**config.mk**
```make
export PLATFORM = sky130hd
export DESIGN_NAME = amr_ram
export DESIGN_NICKNAME = d
export VERILOG_FILES = /design/src/hw/rtl/amr_ram.sv
export SDC_FILE = /design/constraint.sdc
export NUM_CORES = 1
export LEC_CHECK = 0
export BUFFER_PORTS_ARGS = -buffer_cell sky130_fd_sc_hd__clkbuf_2
export CAP_MARGIN = 10
export CORE_MARGIN = 2
export CORE_UTILIZATION = 60
export DETAILED_ROUTE_END_ITERATION = 10
export HOLD_SLACK_MARGIN = 0.1
export PLACE_DENSITY = 0.77
export SLEW_MARGIN = 20
export SYNTH_ARGS = -nofsm -noshare
export SYNTH_HDL_FRONTEND = slang
export SYNTH_SLANG_ARGS = --single-unit
```
**constraint.sdc**
```tcl
create_clock -name aclk -period 3.1 [get_ports aclk]
set_input_delay 0.155 -clock aclk [delete_from_list [all_inputs] [get_ports aclk]]
set_output_delay 0.155 -clock aclk [all_outputs]
set_load 0.005 [all_outputs]
```
**src/hw/rtl/amr_ram.sv**
```systemverilog
`timescale 1ns / 1ps
// ----------------------------------------------------------------------------
// amr_ram
// Generic single-write, single-read RAM with registered read data.
// ----------------------------------------------------------------------------
module amr_ram #(
    parameter int WIDTH = 16,
    parameter int DEPTH = 64
) (
    input  logic                     aclk,
    input  logic                     we,
    input  logic [$clog2(DEPTH)-1:0] waddr,
    input  logic [WIDTH-1:0]         wdata,
    input  logic [$clog2(DEPTH)-1:0] raddr,
    output logic [WIDTH-1:0]         rdata
);

    logic [WIDTH-1:0] mem [DEPTH];

    always_ff @(posedge aclk) begin
        if (we) begin
            mem[waddr] <= wdata;
        end
        rdata <= mem[raddr];
    end

endmodule

```
Yosys cells after proc, flatten, opt, wreduce, memory -nomap -nowiden
Memories as Yosys holds them, arrays and structs flattened. A register that Yosys moved wholly into a read port is not among the register bits.
Index checks and enable logic that the tools add are counted.
{"block": "op_classes", "muxes": 2}
{"cell": "1-bit 2-to-1 mux", "count": 2}
{"block": "word_totals", "ram_bits": 1024, "reg_bits": 0, "wordCells": 3, "mem_count": 1}
{"memory": "mem", "words": 64, "width": 16, "rd": 1, "rd_ports_with_merged_regs": 1, "write_ports": 1, "line": "18", "rtl": "logic [WIDTH-1:0] mem [DEPTH];"}

Depth between registers and ports, before layout
{"block": "depth", "word_depth": 2, "depth_mapped": 10, "ltp_nobuf": 5}

Worst setup path before layout
OpenSTA, ideal clock, no wires.
{"block": "synth_path", "path_kind": "input -> register", "from": "input port waddr[3]", "to": "memory mem[48][0] (enable)", "path_slack_ns": 0.910, "cell_stages": 4, "setup_ns": 0.409, "t_arrival_ns": 1.781, "required_ns": 2.691, "path_cell_list": "clkbuf_1 > nor2b_1 > nand4b_1 > nor3_1"}
{"item": "start: declaration", "line": "12", "rtl": "input logic [$clog2(DEPTH)-1:0] waddr,"}
{"item": "end: declaration", "line": "18"}
Straight into the memory's write port.

==> results.cfg <==
[timing]
whs_ns = 0.156
fmax_ghz = 0.440
slew_headroom_pct = 26.0
period_minus_slack_ns = 2.28
hold_viol = 0
setup_viol = 0
skew_ns = 0.0387
period_share_pct = 73.4
final_max_slew_viol_count = 0
rsz0062_at_grt = no
worst_slack_ns = 0.825
tightest_slew_ns = 1.11
fin_tns_setup_ns = 0

[global_routing]
grt.total_usage_pct = 28.9
grt-ovfl-total = 0
grt_max_degree = 61
grt_pass1_vias = 20400
grt_pass1_wl_mm = 143
antenna_found_initial = 10

[placement]
hpwl_mm = 58.1
dpl_cell_area_sq_mm = 0.0420
io_buffers = 45
pre_cts_ws_ns = 0.227
gp_congestion = 0.894

[critical_path]
critPathLaunch = raddr[0]
cp_max_fo = 48
cp.required_ns = 3.65
worstRegToRegCells = 5
cp_slowest_cell = mux4_1
r2r_end = rdata[15]$_DFF_P_
crit_chain = buf_8 -> buf_12 -> buf_12 -> mux4_1 -> mux2_2 -> a21oi_1 -> nor4_2
cp_top_family = buffers and inverters
setup.worst_path.end_class = flip-flop
cp.arrival_ns = 2.82
criticalPathCategory = input port to flip-flop
path_common_cell = buf_12
cpPeakStageDelay_ns = 0.61
worstSetupStartpointType = input port
path_buf_inv = 3
reg2reg_setup_slack_ns = 0.87
rr_startpoint = mem[31][15]$_DFFE_PP_

[synthesis]
async_flop_share_pct = 0
ys_seq_elements = 1040
netlist_area_sq_mm = 0.0400
synth_top_cell_by_area = edfxtp_1
synth_seq_area_share_pct = 77.6
synth-simple-area-share_pct = 2.65
synthesis.nets = 1859
yosysTopAreaCellShare_pct = 76.8
synth-edff-count = 1024
synth-xor-area-share_pct = 0
syn_inst = 1829
synth_top_family_by_area = multiplexers
synthTopCellsByCount = edfxtp_1, mux4_2, mux2i_1
synth_compound_area_share_pct = 2.41
synth_area_leaders = edfxtp_1, mux4_2, mux2i_1
ys_warn_count = 0
ys_types = 43
synth_fa_ha_area_share_pct = 0
synth_flop_cell = edfxtp_1
avgSynthCellArea_sq_um = 21.9
synth_most_common_cell = edfxtp_1
synth_mux_area_share_pct = 15.5

[die]
num_rows = 94
dieWidth_microns = 262
coreArea_sq_mm = 0.0659
start_util_pct = 60.8
dieArea_sq_mm = 0.0688
die_y_microns = 262
io_pins = 46

[cells_and_area]
drive_above_1_share_pct = 28.7
multi_input_area_sq_mm = 0.00825
seq_area_sq_mm = 0.0311
fill_cells = 3869
postLayoutCellArea_sq_mm = 0.0452
area_delta_synth_final_pct = 12.9
nets = 2061

[routing]
vias = 20200
dr.pass1.iters = 6
drt_iter0_markers = 3064
ant_nets = 0
wl_per_cell_microns = 32.9
via_per_inst = 6.77
drc = 0
routed_wirelength_mm = 98.0

[cts]
tritoncts = done
cts-buffers-inserted = 99
cts_root_buf = clkbuf_16
clock-sinks = 1040
clk_pin_slew_ns = 0.06
ctsHtreeMaxLevel = 3
clock_latency_ns = 0.68
clk_path_buf_depth = 3

[pwr]
p_leak_nw = 14.5
vdd_drop_max_mv = 0.427
p_total_mw = 29.1
cellPowerDensity_mw_per_mm2 = 643

[worst_hold_path]
min-delay-start = wdata[10]
min_path_type = input port to flip-flop
min_path_cells = 1
whs_endpoint = mem[43][10]$_DFFE_PP_

[outcome]
status = complete, no violations

[run]
drv_cap = 0
placed cells by master, fill, tap and decap left out, types with 7 or more instances in the layout:
cell	n
a211o_1	8
a211oi_1	8
a21oi_1	17
a221oi_1	16
a22oi_1	39
a311oi_1	8
a31oi_1	8
buf_12	10
buf_2	7
buf_4	148
bufinv_16	9
clkbuf_1	19
clkbuf_16	100
clkbuf_2	34
clkinv_1	18
clkinv_2	20
clkinvlp_4	8
dfxtp_1	16
edfxtp_1	1024
mux2_2	27
mux2i_1	85
mux4_2	220
nand2_1	59
nand3_1	24
nand4_1	12
nor2_1	72
nor2b_1	30
what timing repair did:
item / in CTS / in global routing
gates resized for setup: 0 / 0
endpoints found under the hold margin: 11 / 37
hold buffers: 2 / 1
setup buffers: 0 / 0
layer usage:
metal / global-route usage [%] / wire length (microns)
met4: 13.3 / 4760
met3: 6.19 / 12100
met5: 0 / 71
met2: 44.7 / 46700
met1: 40.2 / 34400
final cells by class:
type	count	area share, %
Clock buffer	122	5.78
Antenna cell	4	0.0221
Sequential cell	1040	68.7
Tap cell	864	2.39
Clock inverter	63	1.34
Multi-Input combinational cell	685	18.2
Timing Repair Buffer	205	3.51
where the power goes:
part / internal (mW) / switching [mW]
Clock: 6.78 / 5.18
Combinational: 0.556 / 0.942
Sequential: 15.6 / 0.0737
how the worst max path moves through the flow:
stage / endpoint / slack [ns] / depth (start not counted)
4_1_cts: rdata[7]$_DFF_P_ / 0.88 / 7
6_report: rdata[7]$_DFF_P_ / 0.82 / 7
3_3_place_gp: rdata[15]$_DFF_P_ / 0.25 / 7
5_1_grt: rdata[7]$_DFF_P_ / 0.73 / 7
2_1_floorplan: mem[48][0]$_DFFE_PP_ / 0.91 / 4
3_5_place_dp: rdata[15]$_DFF_P_ / 0.23 / 7
sequential cells by signal (all words and copies together), names as in the netlist:
register	count
mem	1024
rdata	16
metrics by stage:
step / util (%) / cells
after global routing: 68.7 / 2982
after floorplan: - / 1829
after detailed placement: 63.7 / 2791
after CTS: 68.6 / 2978
after global placement: 63.7 / 2791
final: 68.7 / 2983
logic make-up after synthesis:
family                 Yosys count
muxes                          336
AOI/OAI and AO/OA              129
and+or+nand+nor                220
buffers and inverters          104
DFF                           1040
Power figures use the tool's default switching activity.
