==> src/hw/rtl/amr_pkg.sv <==
`timescale 1ns / 1ps
// ----------------------------------------------------------------------------
// amr_pkg
// Shared constants, payload types and unit request and response types for
// the adaptive migration matrix router.
// ----------------------------------------------------------------------------
package amr_pkg;

    localparam int MAX_ISLANDS        = 8;
    localparam int PROB_FRACTION_BITS = 16;
    localparam int COUNT_BITS         = 16;

    localparam int ISL_BITS  = $clog2(MAX_ISLANDS);
    localparam int ISLC_W    = $clog2(MAX_ISLANDS + 1);
    localparam int CELLS     = MAX_ISLANDS * MAX_ISLANDS;
    localparam int CELL_BITS = 2 * ISL_BITS;

    localparam int PROB_W   = PROB_FRACTION_BITS + 1;
    localparam int SUM_W    = 48;
    localparam int AVG_W    = 32;
    localparam int WGT_W    = 16;
    localparam int WSUM_W   = WGT_W + ISL_BITS;
    localparam int RSUM_W   = PROB_W + ISL_BITS;
    localparam int CUM_W    = PROB_W + ISL_BITS;

    localparam int MUL_A_W  = 17;
    localparam int MUL_B_W  = PROB_W + 17;
    localparam int MUL_P_W  = MUL_A_W + MUL_B_W;
    localparam int V_W      = MUL_P_W + 1;

    localparam int DIV_N_W  = SUM_W;
    localparam int DIV_D_W0 = (COUNT_BITS > WSUM_W) ? COUNT_BITS : WSUM_W;
    localparam int DIV_D_W  = (DIV_D_W0 > RSUM_W) ? DIV_D_W0 : RSUM_W;
    localparam int DIV_C_W  = $clog2(DIV_N_W);

    localparam int DRAW_SHL = (PROB_FRACTION_BITS >= 16) ? PROB_FRACTION_BITS - 16 : 0;
    localparam int DRAW_SHR = (PROB_FRACTION_BITS >= 16) ? 0 : 16 - PROB_FRACTION_BITS;

    localparam logic [ISLC_W-1:0] NUM_ISLANDS_RESET = ISLC_W'(8);
    localparam logic [15:0]       ALPHA_RESET       = 16'd52429;
    localparam logic [15:0]       BETA_RESET        = 16'd655;

    localparam logic [2:0] CMD_RESET  = 3'd0;
    localparam logic [2:0] CMD_CLEAR  = 3'd1;
    localparam logic [2:0] CMD_RECORD = 3'd2;
    localparam logic [2:0] CMD_LEARN  = 3'd3;
    localparam logic [2:0] CMD_LOAD   = 3'd4;
    localparam logic [2:0] CMD_UPDATE = 3'd5;
    localparam logic [2:0] CMD_SELECT = 3'd6;

    localparam logic [1:0] STAT_OK       = 2'd0;
    localparam logic [1:0] STAT_BAD_SRC  = 2'd1;
    localparam logic [1:0] STAT_FALLBACK = 2'd2;

    localparam logic [1:0] REG_NUM_ISLANDS = 2'd0;
    localparam logic [1:0] REG_ALPHA       = 2'd1;
    localparam logic [1:0] REG_BETA        = 2'd2;

    typedef struct packed {
        logic [2:0]         command;
        logic [2:0]         island;
        logic [3:0]         source_island;
        logic signed [31:0] improvement;
        logic [2:0]         column;
        logic [15:0]        random_value;
    } in_item_t;

    typedef struct packed {
        logic [2:0] destination;
        logic [1:0] status;
    } out_item_t;

    typedef struct packed {
        logic               start;
        logic [DIV_N_W-1:0] dividend;
        logic [DIV_D_W-1:0] divisor;
    } div_req_t;

    typedef struct packed {
        logic               busy;
        logic               done;
        logic [DIV_N_W-1:0] quot;
    } div_rsp_t;

    typedef struct packed {
        logic [MUL_A_W-1:0] a;
        logic [MUL_B_W-1:0] b;
    } mul_req_t;

endpackage

==> src/hw/rtl/amr_div.sv <==
`timescale 1ns / 1ps
// ----------------------------------------------------------------------------
// amr_div
// Shared restoring divider, one quotient bit per cycle.
// ----------------------------------------------------------------------------
module amr_div
    import amr_pkg::*;
(
    input  logic     aclk,
    input  logic     aresetn,
    input  div_req_t req,
    output div_rsp_t rsp
);

    logic               busy_reg;
    logic               done_reg;
    logic [DIV_C_W-1:0] cnt_reg;
    logic [DIV_D_W-1:0] rem_reg;
    logic [DIV_D_W-1:0] dvs_reg;
    logic [DIV_N_W-1:0] quo_reg;
    logic [DIV_D_W:0]   trial;
    logic               fits;

    assign trial = {rem_reg, quo_reg[DIV_N_W-1]};
    assign fits  = trial >= {1'b0, dvs_reg};

    always_ff @(posedge aclk) begin
        if (!aresetn) begin
            busy_reg <= 1'b0;
            done_reg <= 1'b0;
        end else begin
            done_reg <= 1'b0;
            if (req.start) begin
                busy_reg <= 1'b1;
                cnt_reg  <= DIV_C_W'(DIV_N_W - 1);
                rem_reg  <= '0;
                dvs_reg  <= req.divisor;
                quo_reg  <= req.dividend;
            end else if (busy_reg) begin
                rem_reg <= fits ? DIV_D_W'(trial - {1'b0, dvs_reg}) : trial[DIV_D_W-1:0];
                quo_reg <= {quo_reg[DIV_N_W-2:0], fits};
                cnt_reg <= cnt_reg - 1'b1;
                if (cnt_reg == '0) begin
                    busy_reg <= 1'b0;
                    done_reg <= 1'b1;
                end
            end
        end
    end

    assign rsp.busy = busy_reg;
    assign rsp.done = done_reg;
    assign rsp.quot = quo_reg;

endmodule

==> config.mk <==
export PLATFORM = sky130hd
export DESIGN_NAME = amr_div
export DESIGN_NICKNAME = d
export VERILOG_FILES = /design/src/hw/rtl/amr_pkg.sv /design/src/hw/rtl/amr_div.sv
export SDC_FILE = /design/constraint.sdc
export NUM_CORES = 1
export LEC_CHECK = 0
export BUFFER_PORTS_ARGS = -buffer_cell sky130_fd_sc_hd__buf_2
export CORE_MARGIN = 10
export CORE_UTILIZATION = 45
export DETAILED_ROUTE_END_ITERATION = 16
export GPL_ROUTABILITY_DRIVEN = 0
export GPL_TIMING_DRIVEN = 0
export MAX_ROUTING_LAYER = met4
export PLACE_DENSITY = 0.69
export SYNTH_ARGS = -nofsm -noshare
export SYNTH_HDL_FRONTEND = slang
export SYNTH_SLANG_ARGS = --single-unit
==> constraint.sdc <==
create_clock -name aclk -period 3.4 [get_ports aclk]
set_input_delay 0.17 -clock aclk [delete_from_list [all_inputs] [get_ports aclk]]
set_output_delay 0.17 -clock aclk [all_outputs]
set_load 0.01 [all_outputs]
# After elaboration in Yosys (flattened, before gate mapping)
# Index checks and enable logic that the tools add are counted.
[word_totals]
latchBits = 0
regBits = 96
romBits = 0
n_memories = 0
word_cells = 25
output_inout_bits = 50
ram_bits = 0
[classes]
n_lt_le_gt_ge = 1
eq_ne = 0
add_sub_neg = 2
n_mux = 9
bitwise_logic = 2
n_mul = 0
n_reduce_logical = 5
shift = 0
n_div = 0
[ops]
columns = ["op", "n"]
rows = [
  ["$mux W48", 2],
  ["$mux W20", 2],
  ["$ge A21 B20 Y1", 1],
  ["$sub A20 B20 Y20", 1],
  ["$logic_not A6 Y1", 1],
  ["$mux W6", 1],
  ["$sub A6 B1 Y6 const B", 1],
  ["$mux W1", 4],
  ["$reduce_and A2 Y1", 2],
  ["$reduce_or A3 Y1", 1],
  ["$not A1 Y1", 2],
  ["$reduce_bool A2 Y1", 1],
]

# Depth between registers and ports, before layout
[logic_depth]
depth_word = 4
depth_mapped = 11
mapped_depth_nobuf = 10

# Worst setup path before layout
# No wires, ideal clock.
[synth_path]
kind = "input-to-reg"
start = "input port req[68] (netlist name)"
end = "register cnt_reg[0], enable pin"
arrival_time_ns = 2.433
path_slack_ns = 0.528
required_ns = 2.962
cell_stages = 3
setup_ns = 0.438
cell_sequence = "clkbuf_1 -> clkbuf_1 -> o21a_1"
[synth_via]
elab_chain_cells = 2
[synth_lines]
columns = ["element", "line", "rtl"]
rows = [
  ["start, declared", "amr_div.sv:11", "input div_req_t req,"],
  ["$reduce_bool A2 Y1 (no source line)", "n/a", ""],
  ["$reduce_and A2 Y1 (no source line)", "n/a", ""],
  ["end signal, assigned", "amr_div.sv:35", "cnt_reg <= DIV_C_W'(DIV_N_W - 1);"],
  ["end signal, assigned", "amr_div.sv:42", "cnt_reg <= cnt_reg - 1'b1;"],
  ["end, declared", "amr_div.sv:17", "logic [DIV_C_W-1:0] cnt_reg;"],
]
# Every way passes these cells.
# A chain may end at the register's enable or synchronous reset.

# Final worst setup path
[layout_path]
start = "register rem_reg[10]"
end = "register rem_reg[14], data pin"
[layout_via]
elab_chain_cells = 3
elab_cells_between_ends = 4
classes_between = "1 x add/sub; 1 x order compare; 2 x mux"
[layout_lines]
columns = ["element", "line", "rtl"]
rows = [
  ["start, declared", "amr_div.sv:18", "logic [DIV_D_W-1:0] rem_reg;"],
  ["start signal, assigned", "amr_div.sv:40", "rem_reg <= fits ? DIV_D_W'(trial - {1'b0, dvs_reg}) : trial[DIV_D_W-1:0];"],
  ["$sub A20 B20 Y20 / $ge A21 B20 Y1 (equally long branches)", "amr_div.sv:40, amr_div.sv:25", ""],
  ["$mux W20 *", "amr_div.sv:40", ""],
  ["$mux W20 *", "amr_div.sv:39", "end else if (busy_reg) begin"],
]
# Mark *: on every way between the ends. The rest lies on a longest branch, timed or not. The select of a mux whose other input is x is not followed.

==> impl_metrics.env <==
export IMPL_drt_vias_per_instance=5.36
export IMPL_stdcell_count=713
export IMPL_drv_cap=0
export IMPL_max_freq_mhz=352
export IMPL_drt_total_wl_mm=12.5
export IMPL_path_class="reg2reg"
export IMPL_largest_register_ffs=48
export IMPL_worstMarginPinSlew_ps=1020
export IMPL_start_util_pct=45.7
export IMPL_final_common_cell="buf_2"
export IMPL_grt_pass1_wl_mm=20.3
export IMPL_synth_distinct_cells=56
export IMPL_dp_hpwl_mm=9.35
export IMPL_layout_common_cells="buf_2 (124), edfxtp_1 (94), mux2_2 (48)"
export IMPL_drc=0
export IMPL_clkTransAtPathRegs_ps=70
export IMPL_path_delay_family="buffers and inverters"
export IMPL_synth_compound_area_share_pct=11.3
export IMPL_whs_path_depth=3
export IMPL_async_reset_ff_share_pct=0
export IMPL_clock_path_buffers=2
export IMPL_fill_cells=960
export IMPL_cp_slowest_stage_delay_ps=480
export IMPL_syn_to_final_growth_pct=24.7
export IMPL_worstPathRequired_ps=3480
export IMPL_drive_gt1_share_pct=37.3
export IMPL_synth_fa_ha_area_share_pct=5.68
export IMPL_hold_viol=0
export IMPL_yosys_area_share_simple_pct=8.97
export IMPL_synth_edf_count=94
export IMPL_synthesis_area_um2=5200
export IMPL_grt_max_degree=53
export IMPL_ys_warn_count=0
export IMPL_core_um2=11400
export IMPL_fp_row_count=39
export IMPL_maxSlewViolCount=0
export IMPL_finalSetupTns_ps=0
export IMPL_dp_cells=675
export IMPL_io_pins=121
export IMPL_grt_antenna_before_repair=2
export IMPL_wl_per_cell_um=17.5
export IMPL_leakagePower_nw=2.65
export IMPL_setup_viol=0
export IMPL_nNetsFinal=657
export IMPL_antenna_left=0
export IMPL_hold_class="in2reg"
export IMPL_clk_insertion_delay_late_ps=350
export IMPL_dieArea_um2=16300
export IMPL_rsz0062_at_grt="false"
export IMPL_r2r_cells=9
export IMPL_seq_area_frac_synth_pct=55.0
export IMPL_synth_fp_nets=506
export IMPL_status="finished clean"
export IMPL_power_density_nw_per_um2=483
export IMPL_htree_levels=3
export IMPL_portBuffers=119
export IMPL_crit_fanout=10
export IMPL_synth_top_family_by_area="multiplexers"
export IMPL_die_w_um=128
export IMPL_syn_inst=412
export IMPL_cts_sinks=96
export IMPL_period_share_pct=83.6
export IMPL_finalClockSkew_ps=5.91
export IMPL_yosys_area_top_type="edfxtp_1"
export IMPL_cts_root_buf="clkbuf_16"
export IMPL_numCtsBuffers=9
export IMPL_path_buf_inv=3
export IMPL_path_depth=9
export IMPL_synth_area_leaders="edfxtp_1 (54%), mux2_2 (10%), ha_1 (5.3%)"
export IMPL_avgSynthCellArea_um2=12.6
export IMPL_slowest_stage="o31ai_4"
export IMPL_num_vias=3824
export IMPL_worstSetupStartpointType="flop"
export IMPL_grt_pass1_vias=4098
export IMPL_ys_ff_latch=96
export IMPL_synth_xor_area_share_pct=2.69
export IMPL_min_period_ps=2840
export IMPL_drt_pass1_iter_count=4
export IMPL_power_total_mw=3.13
export IMPL_max_slew_margin_pct=32.3
export IMPL_grtUsageTotal_pct=16.1
export IMPL_yosys_most_used_dff="edfxtp_1"
export IMPL_worstSetupEndpointType="flop"
export IMPL_worstPathCellList="ha_1, buf_2, nand3_1, or2_0, clkbuf_1, o31ai_4, buf_6, mux2i_1, nor2_1"
export IMPL_synth_top_area_share_pct=54.3
export IMPL_grt_ovfl_total=0
export IMPL_muxShareOfSynthArea_pct=12.3
export IMPL_crit_arrival_ps=2920
export IMPL_drt_iter0_markers=163
export IMPL_fp_dieH_um=128
export IMPL_ir_worst_vdd_v=0.000363
export IMPL_post_cts_buffers=0
export IMPL_hold_slack_ps=76.5
export IMPL_cts_tree="done"
## metal layers
metal,global-route usage [%],routed length (um),part of all wire [%],up-vias
li1,-,-,-,1842
met1,18.9,5420,43,1828
met2,23.9,5700,46,133
met3,6.45,1070,8.6,21
met4,6.83,282,2.3,0
met5,-,0,0,-
## cells in the mapped netlist (3+ instances only)
cell type	number
edfxtp_1	94
mux2_2	48
nor2_1	28
a21oi_1	26
inv_1	26
ha_1	22
o21ai_0	14
xnor2_1	12
mux2i_1	10
nand2_1	10
clkbuf_1	7
nand2b_1	7
nand3_1	7
a21o_1	6
nor3_1	6
o311ai_0	6
a211oi_1	5
and3_1	5
buf_2	5
o21a_1	5
a211oi_2	4
nor2b_1	4
nor3b_1	4
xor2_1	4
a31o_2	3
buf_1	3
nor2_2	3
## stage by stage
stage / setup slack (ps) / util, % / cell area [um^2]
floorplan: 528 / - / 5200
global placement: -459 / 52.6 / 5980
detailed placement: 557 / 52.9 / 6010
CTS: 546 / 57.0 / 6480
global route: 360 / 57.1 / 6490
finish: 558 / 57.1 / 6490
## power by group
part	leakage, nW	internal [mW]	switching [mW]
combinational	1.61	0.333	0.397
clock	0.133	0.499	0.442
sequential	0.909	1.42	0.0445
total	2.65	2.25	0.883
## tightest hold or removal path: cells and delay by family
family	cells	cell delay, ps
buffers and inverters	1	110
and+or+nand+nor	2	100
## kinds of logic after synthesis
logic type / Yosys count
mux: 58
buf+inv: 47
flops: 96
xor+xnor: 16
compound gates: 84
simple gates: 88
fa+ha+maj: 23
## timing repair
| item | 4_1_cts | 5_1_grt |
|---|---|---|
| resized for setup | 0 | 0 |
| hold buffers | 20 | 0 |
| hold endpoints to repair | 20 | 0 |
## cell type report
cell class	instances	area (um^2)	share of cell area, %
Clock inverter	6	42.5	0.656
Buffer	21	110	1.70
Timing Repair Buffer	140	823	12.7
Multi-Input combinational cell	269	2140	33.0
Antenna cell	2	5.00	0.0771
Clock buffer	10	229	3.53
Tap cell	143	179	2.76
Sequential cell	96	2860	44.1
Inverter	26	97.6	1.50
## final timing paths
check	to	start	slack (ps)
max	rem_reg[14]	rem_reg[10]	560
min	done_reg	aresetn	80
max reg2reg	rem_reg[14]	rem_reg[10]	560
min reg2reg	done_reg	busy_reg	460
Note: power is estimated with default switching activity, not from simulation.
