<file path="src/hw/rtl/amr_pkg.sv">
`timescale 1ns / 1ps
// ----------------------------------------------------------------------------
// amr_pkg
// Shared constants, payload types and unit request and response types for
// the adaptive migration matrix router.
// ----------------------------------------------------------------------------
package amr_pkg;

    localparam int MAX_ISLANDS        = 8;
    localparam int PROB_FRACTION_BITS = 16;
    localparam int COUNT_BITS         = 16;

    localparam int ISL_BITS  = $clog2(MAX_ISLANDS);
    localparam int ISLC_W    = $clog2(MAX_ISLANDS + 1);
    localparam int CELLS     = MAX_ISLANDS * MAX_ISLANDS;
    localparam int CELL_BITS = 2 * ISL_BITS;

    localparam int PROB_W   = PROB_FRACTION_BITS + 1;
    localparam int SUM_W    = 48;
    localparam int AVG_W    = 32;
    localparam int WGT_W    = 16;
    localparam int WSUM_W   = WGT_W + ISL_BITS;
    localparam int RSUM_W   = PROB_W + ISL_BITS;
    localparam int CUM_W    = PROB_W + ISL_BITS;

    localparam int MUL_A_W  = 17;
    localparam int MUL_B_W  = PROB_W + 17;
    localparam int MUL_P_W  = MUL_A_W + MUL_B_W;
    localparam int V_W      = MUL_P_W + 1;

    localparam int DIV_N_W  = SUM_W;
    localparam int DIV_D_W0 = (COUNT_BITS > WSUM_W) ? COUNT_BITS : WSUM_W;
    localparam int DIV_D_W  = (DIV_D_W0 > RSUM_W) ? DIV_D_W0 : RSUM_W;
    localparam int DIV_C_W  = $clog2(DIV_N_W);

    localparam int DRAW_SHL = (PROB_FRACTION_BITS >= 16) ? PROB_FRACTION_BITS - 16 : 0;
    localparam int DRAW_SHR = (PROB_FRACTION_BITS >= 16) ? 0 : 16 - PROB_FRACTION_BITS;

    localparam logic [ISLC_W-1:0] NUM_ISLANDS_RESET = ISLC_W'(8);
    localparam logic [15:0]       ALPHA_RESET       = 16'd52429;
    localparam logic [15:0]       BETA_RESET        = 16'd655;

    localparam logic [2:0] CMD_RESET  = 3'd0;
    localparam logic [2:0] CMD_CLEAR  = 3'd1;
    localparam logic [2:0] CMD_RECORD = 3'd2;
    localparam logic [2:0] CMD_LEARN  = 3'd3;
    localparam logic [2:0] CMD_LOAD   = 3'd4;
    localparam logic [2:0] CMD_UPDATE = 3'd5;
    localparam logic [2:0] CMD_SELECT = 3'd6;

    localparam logic [1:0] STAT_OK       = 2'd0;
    localparam logic [1:0] STAT_BAD_SRC  = 2'd1;
    localparam logic [1:0] STAT_FALLBACK = 2'd2;

    localparam logic [1:0] REG_NUM_ISLANDS = 2'd0;
    localparam logic [1:0] REG_ALPHA       = 2'd1;
    localparam logic [1:0] REG_BETA        = 2'd2;

    typedef struct packed {
        logic [2:0]         command;
        logic [2:0]         island;
        logic [3:0]         source_island;
        logic signed [31:0] improvement;
        logic [2:0]         column;
        logic [15:0]        random_value;
    } in_item_t;

    typedef struct packed {
        logic [2:0] destination;
        logic [1:0] status;
    } out_item_t;

    typedef struct packed {
        logic               start;
        logic [DIV_N_W-1:0] dividend;
        logic [DIV_D_W-1:0] divisor;
    } div_req_t;

    typedef struct packed {
        logic               busy;
        logic               done;
        logic [DIV_N_W-1:0] quot;
    } div_rsp_t;

    typedef struct packed {
        logic [MUL_A_W-1:0] a;
        logic [MUL_B_W-1:0] b;
    } mul_req_t;

endpackage

</file>
<file path="src/hw/rtl/amr_mul.sv">
`timescale 1ns / 1ps
// ----------------------------------------------------------------------------
// amr_mul
// Shared unsigned multiplier with registered product.
// ----------------------------------------------------------------------------
module amr_mul
    import amr_pkg::*;
(
    input  logic               aclk,
    input  mul_req_t           req,
    output logic [MUL_P_W-1:0] prod
);

    logic [MUL_P_W-1:0] prod_reg;

    always_ff @(posedge aclk) begin
        prod_reg <= MUL_P_W'(req.a) * MUL_P_W'(req.b);
    end

    assign prod = prod_reg;

endmodule

</file>
<file path="config.mk">
export PLATFORM = sky130hd
export DESIGN_NAME = amr_mul
export DESIGN_NICKNAME = d
export VERILOG_FILES = /design/src/hw/rtl/amr_pkg.sv /design/src/hw/rtl/amr_mul.sv
export SDC_FILE = /design/constraint.sdc
export NUM_CORES = 1
export LEC_CHECK = 0
export BUFFER_PORTS_ARGS = -buffer_cell sky130_fd_sc_hd__buf_2
export CAP_MARGIN = 20
export CELL_PAD_IN_SITES_DETAIL_PLACEMENT = 1
export CELL_PAD_IN_SITES_GLOBAL_PLACEMENT = 1
export CORE_AREA = 2 2 201 203
export DETAILED_ROUTE_END_ITERATION = 16
export DIE_AREA = 0 0 203 205
export PLACE_DENSITY_LB_ADDON = 0.3
export SYNTH_ARGS = -nofsm -noshare
export SYNTH_HDL_FRONTEND = slang
export SYNTH_SLANG_ARGS = --single-unit
</file>
<file path="constraint.sdc">
create_clock -name aclk -period 7.7 [get_ports aclk]
set_clock_uncertainty 0.2 [all_clocks]
set_input_delay 0.77 -clock aclk [delete_from_list [all_inputs] [get_ports aclk]]
set_output_delay 0.77 -clock aclk [all_outputs]
set_load 0.05 [all_outputs]
</file>
# --- Word level (Yosys, flattened, before mapping) ---
# Cells that the tools add are included.
op_classes:
  multipliers: 1
ops:
  columns: ["op", "n"]
  rows:
  - ["$mul A17 B34 Y51", 1]
totals:
  out_inout_bits: 51
  wordCells: 2
  regBits: 51

# --- Longest topological paths before layout ---
# Gate-level depths: netlist of run 1.
logic_depth:
  depth_word: 1
  depth_mapped: 25

# --- Worst setup path after synthesis of run 1 ---
# No wires, ideal clock.
synth_timing:
  path_kind: "input port to flip-flop"
  startpoint: "input req[42] (netlist bit)"
  endpoint: "register prod_reg[43] (netlist: prod[43])"
  cell_stages: 23
  setup_slack_ns: 1.032
  path_buffers: 2
  arrival_time_ns: 6.342
  cell_sequence: "clkbuf_1 > clkbuf_1 > nand2_1 > fa_1 > inv_1 > fa_1 > inv_1 > fa_1 > inv_1 > fa_1 > fa_1 > inv_1 > fa_1 > inv_1 > ha_1 > nand2_1 > nor3_1 > nand4_2 > a31oi_4 > o2111ai_4 > o31ai_4 > nor3b_2 > nor3_2"
synth_between:
  elab_chain_len: 1
synth_lines:
  columns: ["item", "line_no", "source"]
  rows:
  - ["start: declaration", "amr_mul.sv:10", "input mul_req_t req,"]
  - ["$mul A17 B34 Y51", "amr_mul.sv:17", "prod_reg <= MUL_P_W'(req.a) * MUL_P_W'(req.b);"]
  - ["end signal: assignment", "amr_mul.sv:17", null]
  - ["end: declaration", "amr_mul.sv:14", "logic [MUL_P_W-1:0] prod_reg;"]
# Every way passes these cells.

# --- Worst setup path after layout of run 1 ---
layout_timing:
  startpoint: "input req[47] (netlist bit)"
  endpoint: "register prod_reg[50] (netlist: prod[50])"
# Same word-level chain as after synthesis.

==> metrics.txt, run 1 <==
status=finished, final reports clean; maximum clock rate=139 MHz; routed wl met3=4040 um; fillers=4705; Synth area leaders=fa_1, inv_1, ha_1; cts hold-fix bufs=0; EDFF count, synth=0; Max Cap Viol=0; Hold Path Class=in -> reg; CP endpoint kind=flip-flop; register area share after synthesis=0.0523; share of the synthesized area in the top cell type=0.491; DRT iter0 DRCs=641; buffer count from post-CTS setup fixing=0; count leader, synth=inv_1; Finish-stage setup viols=0; RSZ-0062 raised after global routing=no; Async SR Flop Fraction=0; grt ovf=0; Cells after Synth=2227; layout cell share with drive strength beyond 1=0.0738; height of the die=205 um; CTS tree=done; initial antenna violation count=1; Die W=203 um; Max Transition Viols Final=0; Core Box Area=39400 sq um; synth unique cells=61; Worst setup SP type=primary input; Post-synth top flop=dfxtp_1; n_diodes=0; P&R area growth vs syn=6.46%; final WL=59200 um; Slew @ Worst Pin=839 ps; Yosys warning count=0; Hold Path Origin=req[1]; Final Hold Vio Count=0; Slew headroom=0.441; largest net degree at the start of global routing=35; first-pass GRT wire length=95900 um; port buffer count=102; Post-Syn Area=19500 sq um; Worst EP required=7760 ps; Die ar.=41600 sq um; crit-path max FO=25; hold path cells=3; Vias/cell=5.38; clk sinks=51; area leader, netlist=fa_1; Min-Delay Endpoint=prod[1]$_DFF_P_; fin crit share=0.937; final net count=2919; routed wl met2=30500 um; initial core utilization=0.496; Num CTS Buffers=5; TritonRoute pass-1 iters=5; Mapped Nets=2883; HPWL after DPL=48300 um; FF+latch count, synth=51; FP Rows=73; wire length per cell=21.2 um; DR top layer=met5; CTS clk-pin slew, worst paths=80 ps; clock root buffer=clkbuf_16; commonest cells in the synthesized netlist=inv_1, fa_1, nand2_1; max FFs per register=51; vias=15.0k; post-CTS sizing=0; Mapped Avg Cell Area=8.77 sq um; IO Pins=103; CTS H-tree depth=2; crit path kind=in -> reg; min Tclk post-route=7210 ps; Post-Route Setup TNS=0 ps; GPL Wtd Cong=0.919; vias in the first global route=17.9k; Clock Path Buffers=2; DR DRC count=0; GR Util All Layers=0.303; M1 WL=22800 um; ANT nets after route=0; WP data arrival=7270 ps
-- per-stage QoR --
stage                     std cells   util  setup WS, ps  area, sq um  hold slack [ps]
after floorplan                2227      -          1030        19500              692
after global placement         2781  0.523           322        20600             1040
after detailed placement       2781  0.523           211        20600             1040
after CTS                      2789  0.528           546        20800              774
after global routing           2789  0.528           222        20800              807
final                          2789  0.528           488        20800              794
-- cells in the final DEF, fill, tap and decap left out, types with 4 or more instances in the layout --
cell type / instances
a21o_1: 31
nor2b_1: 4
and2_1: 221
nand4_1: 8
buf_2: 102
nor2_1: 30
nand2_1: 394
a31oi_1: 9
xor2_1: 14
ha_1: 125
clkbuf_16: 5
buf_12: 4
o21bai_1: 6
fa_1: 479
nor3_1: 11
and3_1: 5
a21oi_1: 43
o21ai_0: 22
dfxtp_1: 51
inv_1: 559
nand3_1: 10
a211oi_1: 6
o21ai_1: 4
o21a_1: 4
buf_4: 30
o31ai_1: 6
xnor2_1: 28
-- critical path, stage by stage --
cell,delay (ps)
buf_2,590
nand2_1,150
fa_1,510
inv_1,60
fa_1,580
fa_1,440
fa_1,470
fa_1,510
inv_1,60
fa_1,470
inv_1,40
ha_1,440
nand2_1,130
o21a_1,240
a211oi_1,350
o21ai_0,180
buf_4,200
o311ai_1,430
a31oi_1,260
o21ai_2,200
xnor2_1,140
-- final cells by class --
cell class	count	area, sq um	area share
repair buffers	136	816	0.0392
multi-input cells	1510	16000	0.770
well taps	525	657	0.0316
clock inverters	3	67.6	0.00325
flip-flops and latches	51	1020	0.0491
clock buffers	5	125	0.00602
inverters	559	2100	0.101
-- worst max path at each step --
| stage | start | endpoint | slack [ps] | cells after the start |
|---|---|---|---|---|
| 4_1_cts | req[47] | prod[50]$_DFF_P_ | 550 | 21 |
| 3_5_place_dp | req[47] | prod[50]$_DFF_P_ | 210 | 21 |
| 6_report | req[47] | prod[50]$_DFF_P_ | 490 | 21 |
| 5_1_grt | req[47] | prod[50]$_DFF_P_ | 220 | 21 |
| 2_1_floorplan | req[42] | prod[43]$_DFF_P_ | 1030 | 23 |
| 3_3_place_gp | req[36] | prod[43]$_DFF_P_ | 320 | 20 |
-- layer usage --
| layer | GRT usage | up-vias |
|---|---|---|
| met1 | 0.365 | 7874 |
| met5 | 0 | - |
| li1 | - | 6513 |
| met4 | 0.106 | 2 |
| met2 | 0.544 | 487 |
| met3 | 0.0584 | 130 |
-- logic make-up (layout without fill, tap and decap cells) --
kind of cell,after synthesis,in the layout,share of synthesized area
AOI/OAI and AO/OA,159,159,0.0571
xor gates and xnor gates,42,42,0.0188
adders and majority gates,604,604,0.571
buffers and inverters,666,703,0.128
DFF,51,51,0.0523
muxes,2,2,0.00102
and+or+nand+nor,703,703,0.172
Power of run 1 is not shown: default switching activity piles up to over one toggle a cycle in this logic, so the estimate is an artifact.
==> inputs of run 2 (changes only) <==
--- a/config.mk
+++ b/config.mk
@@ -9,9 +9,10 @@
 export CAP_MARGIN = 20
 export CELL_PAD_IN_SITES_DETAIL_PLACEMENT = 1
 export CELL_PAD_IN_SITES_GLOBAL_PLACEMENT = 1
-export CORE_AREA = 2 2 201 203
+export CORE_AREA = 2 2 199 201
+export CTS_BUF_LIST = sky130_fd_sc_hd__clkbuf_8
 export DETAILED_ROUTE_END_ITERATION = 16
-export DIE_AREA = 0 0 203 205
+export DIE_AREA = 0 0 201 203
 export PLACE_DENSITY_LB_ADDON = 0.3
 export SYNTH_ARGS = -nofsm -noshare
 export SYNTH_HDL_FRONTEND = slang
==> metrics.txt, run 2 (synthesis results as in run 1) <==
Max Cap Viol=0; Finish-stage setup viols=0; CTS clk-pin slew, worst paths=120 ps; cts hold-fix bufs=0; crit-path max FO=27; IO Pins=103; P&R area growth vs syn=6.29%; WP data arrival=7520 ps; first-pass GRT wire length=98000 um; wire length per cell=21.5 um; Max Transition Viols Final=0; critical path cell sequence=buf_2 > nand2_1 > fa_1 > fa_1 > fa_1 > inv_1 > fa_1 > fa_1 > inv_1 > fa_1 > inv_1 > ha_1 > a21oi_1 > o21a_1 > o2111ai_1 > nor3_1 > o21ai_0 > a31o_2 > a21oi_1 > xnor2_1; CP bufs+invs=4; Worst setup SP type=primary input; CP max stage cell=nor3_1; final WL=60100 um; GPL Wtd Cong=0.919; RSZ-0062 raised after global routing=no; GR Util All Layers=0.314; DRT iter0 DRCs=856; CTS tree=done; layout cell share with drive strength beyond 1=0.0778; CP endpoint kind=flip-flop; vias=15.2k; Slew headroom=0.238; most frequent cells in the layout=inv_1, fa_1, nand2_1; largest net degree at the start of global routing=35; Die W=201 um; TritonRoute pass-1 iters=5; final net count=2929; Vias/cell=5.45; DR DRC count=0; CTS H-tree depth=2; initial antenna violation count=2; Top Family by Delay on Critical Path=adder cells; Clock Path Buffers=2; Crit path largest cell delay=870 ps; clk sinks=51; height of the die=203 um; crit path kind=in -> reg; max FFs per register=51; grt ovf=0; Die ar.=40800 sq um; post-CTS sizing=0; port buffer count=102; Hold Path Class=in -> reg; fin crit share=0.965; buffer count from post-CTS setup fixing=0; Final Hold Vio Count=0; maximum clock rate=135 MHz; min Tclk post-route=7430 ps; clock root buffer=clkbuf_8; initial core utilization=0.508; ANT nets after route=0; fillers=4668; CP most frequent cell=fa_1; commonest non-fill, non-tap cell in the layout=inv_1; Core Box Area=38500 sq um; vias in the first global route=18.2k; Worst EP required=7790 ps; Slew @ Worst Pin=1130 ps; status=finished, final reports clean; Post-Route Setup TNS=0 ps; FP Rows=72; HPWL after DPL=49000 um; Num CTS Buffers=5
==> run 2: area by class of cell <==
cell class / count / area, sq um / area share
clock inverter: 1 / 7.51 / 0.000362
sequential: 51 / 1020 / 0.0492
inverter: 559 / 2100 / 0.101
tap: 518 / 648 / 0.0312
antenna: 1 / 2.50 / 0.000121
multi-input combinational: 1510 / 16000 / 0.771
timing repair buffer: 146 / 878 / 0.0423
clock buffer: 7 / 96.3 / 0.00464
==> run 2: stage by stage <==
stage / util / cell area, sq um / worst slack (ps) / hold slack, ps / cells
final: 0.540 / 20800 / 271 / 750 / 2793
after global routing: 0.540 / 20800 / 135 / 726 / 2792
after CTS: 0.540 / 20800 / 365 / 723 / 2792
after detailed placement: 0.537 / 20700 / 13.6 / 1040 / 2784
after global placement: 0.537 / 20700 / 152 / 1040 / 2784
after floorplan: - / 19500 / 1030 / 692 / 2227
==> run 2: tightest hold or removal path, delay by kind of cell <==
family | cells | cell delay (ps)
buf+inv | 2 | 360
simple gates | 1 | 160
==> run 2: worst paths after layout <==
path / slack (ps) / endpoint / startpoint / cells past startpoint
max: 270 / prod[38]$_DFF_P_ / req[36] / 20
min: 750 / prod[0]$_DFF_P_ / req[0] / 3
==> run 2: routing by layer <==
metal / vias up / global-route usage / part of all wire
met2: 586 / 0.561 / 0.52
met4: 2 / 0.128 / 0.039
met3: 161 / 0.0514 / 0.065
met5: - / 0 / 0.00022
li1: 6530 / - / -
met1: 7952 / 0.377 / 0.38
Power of run 2 is left out for the same reason.
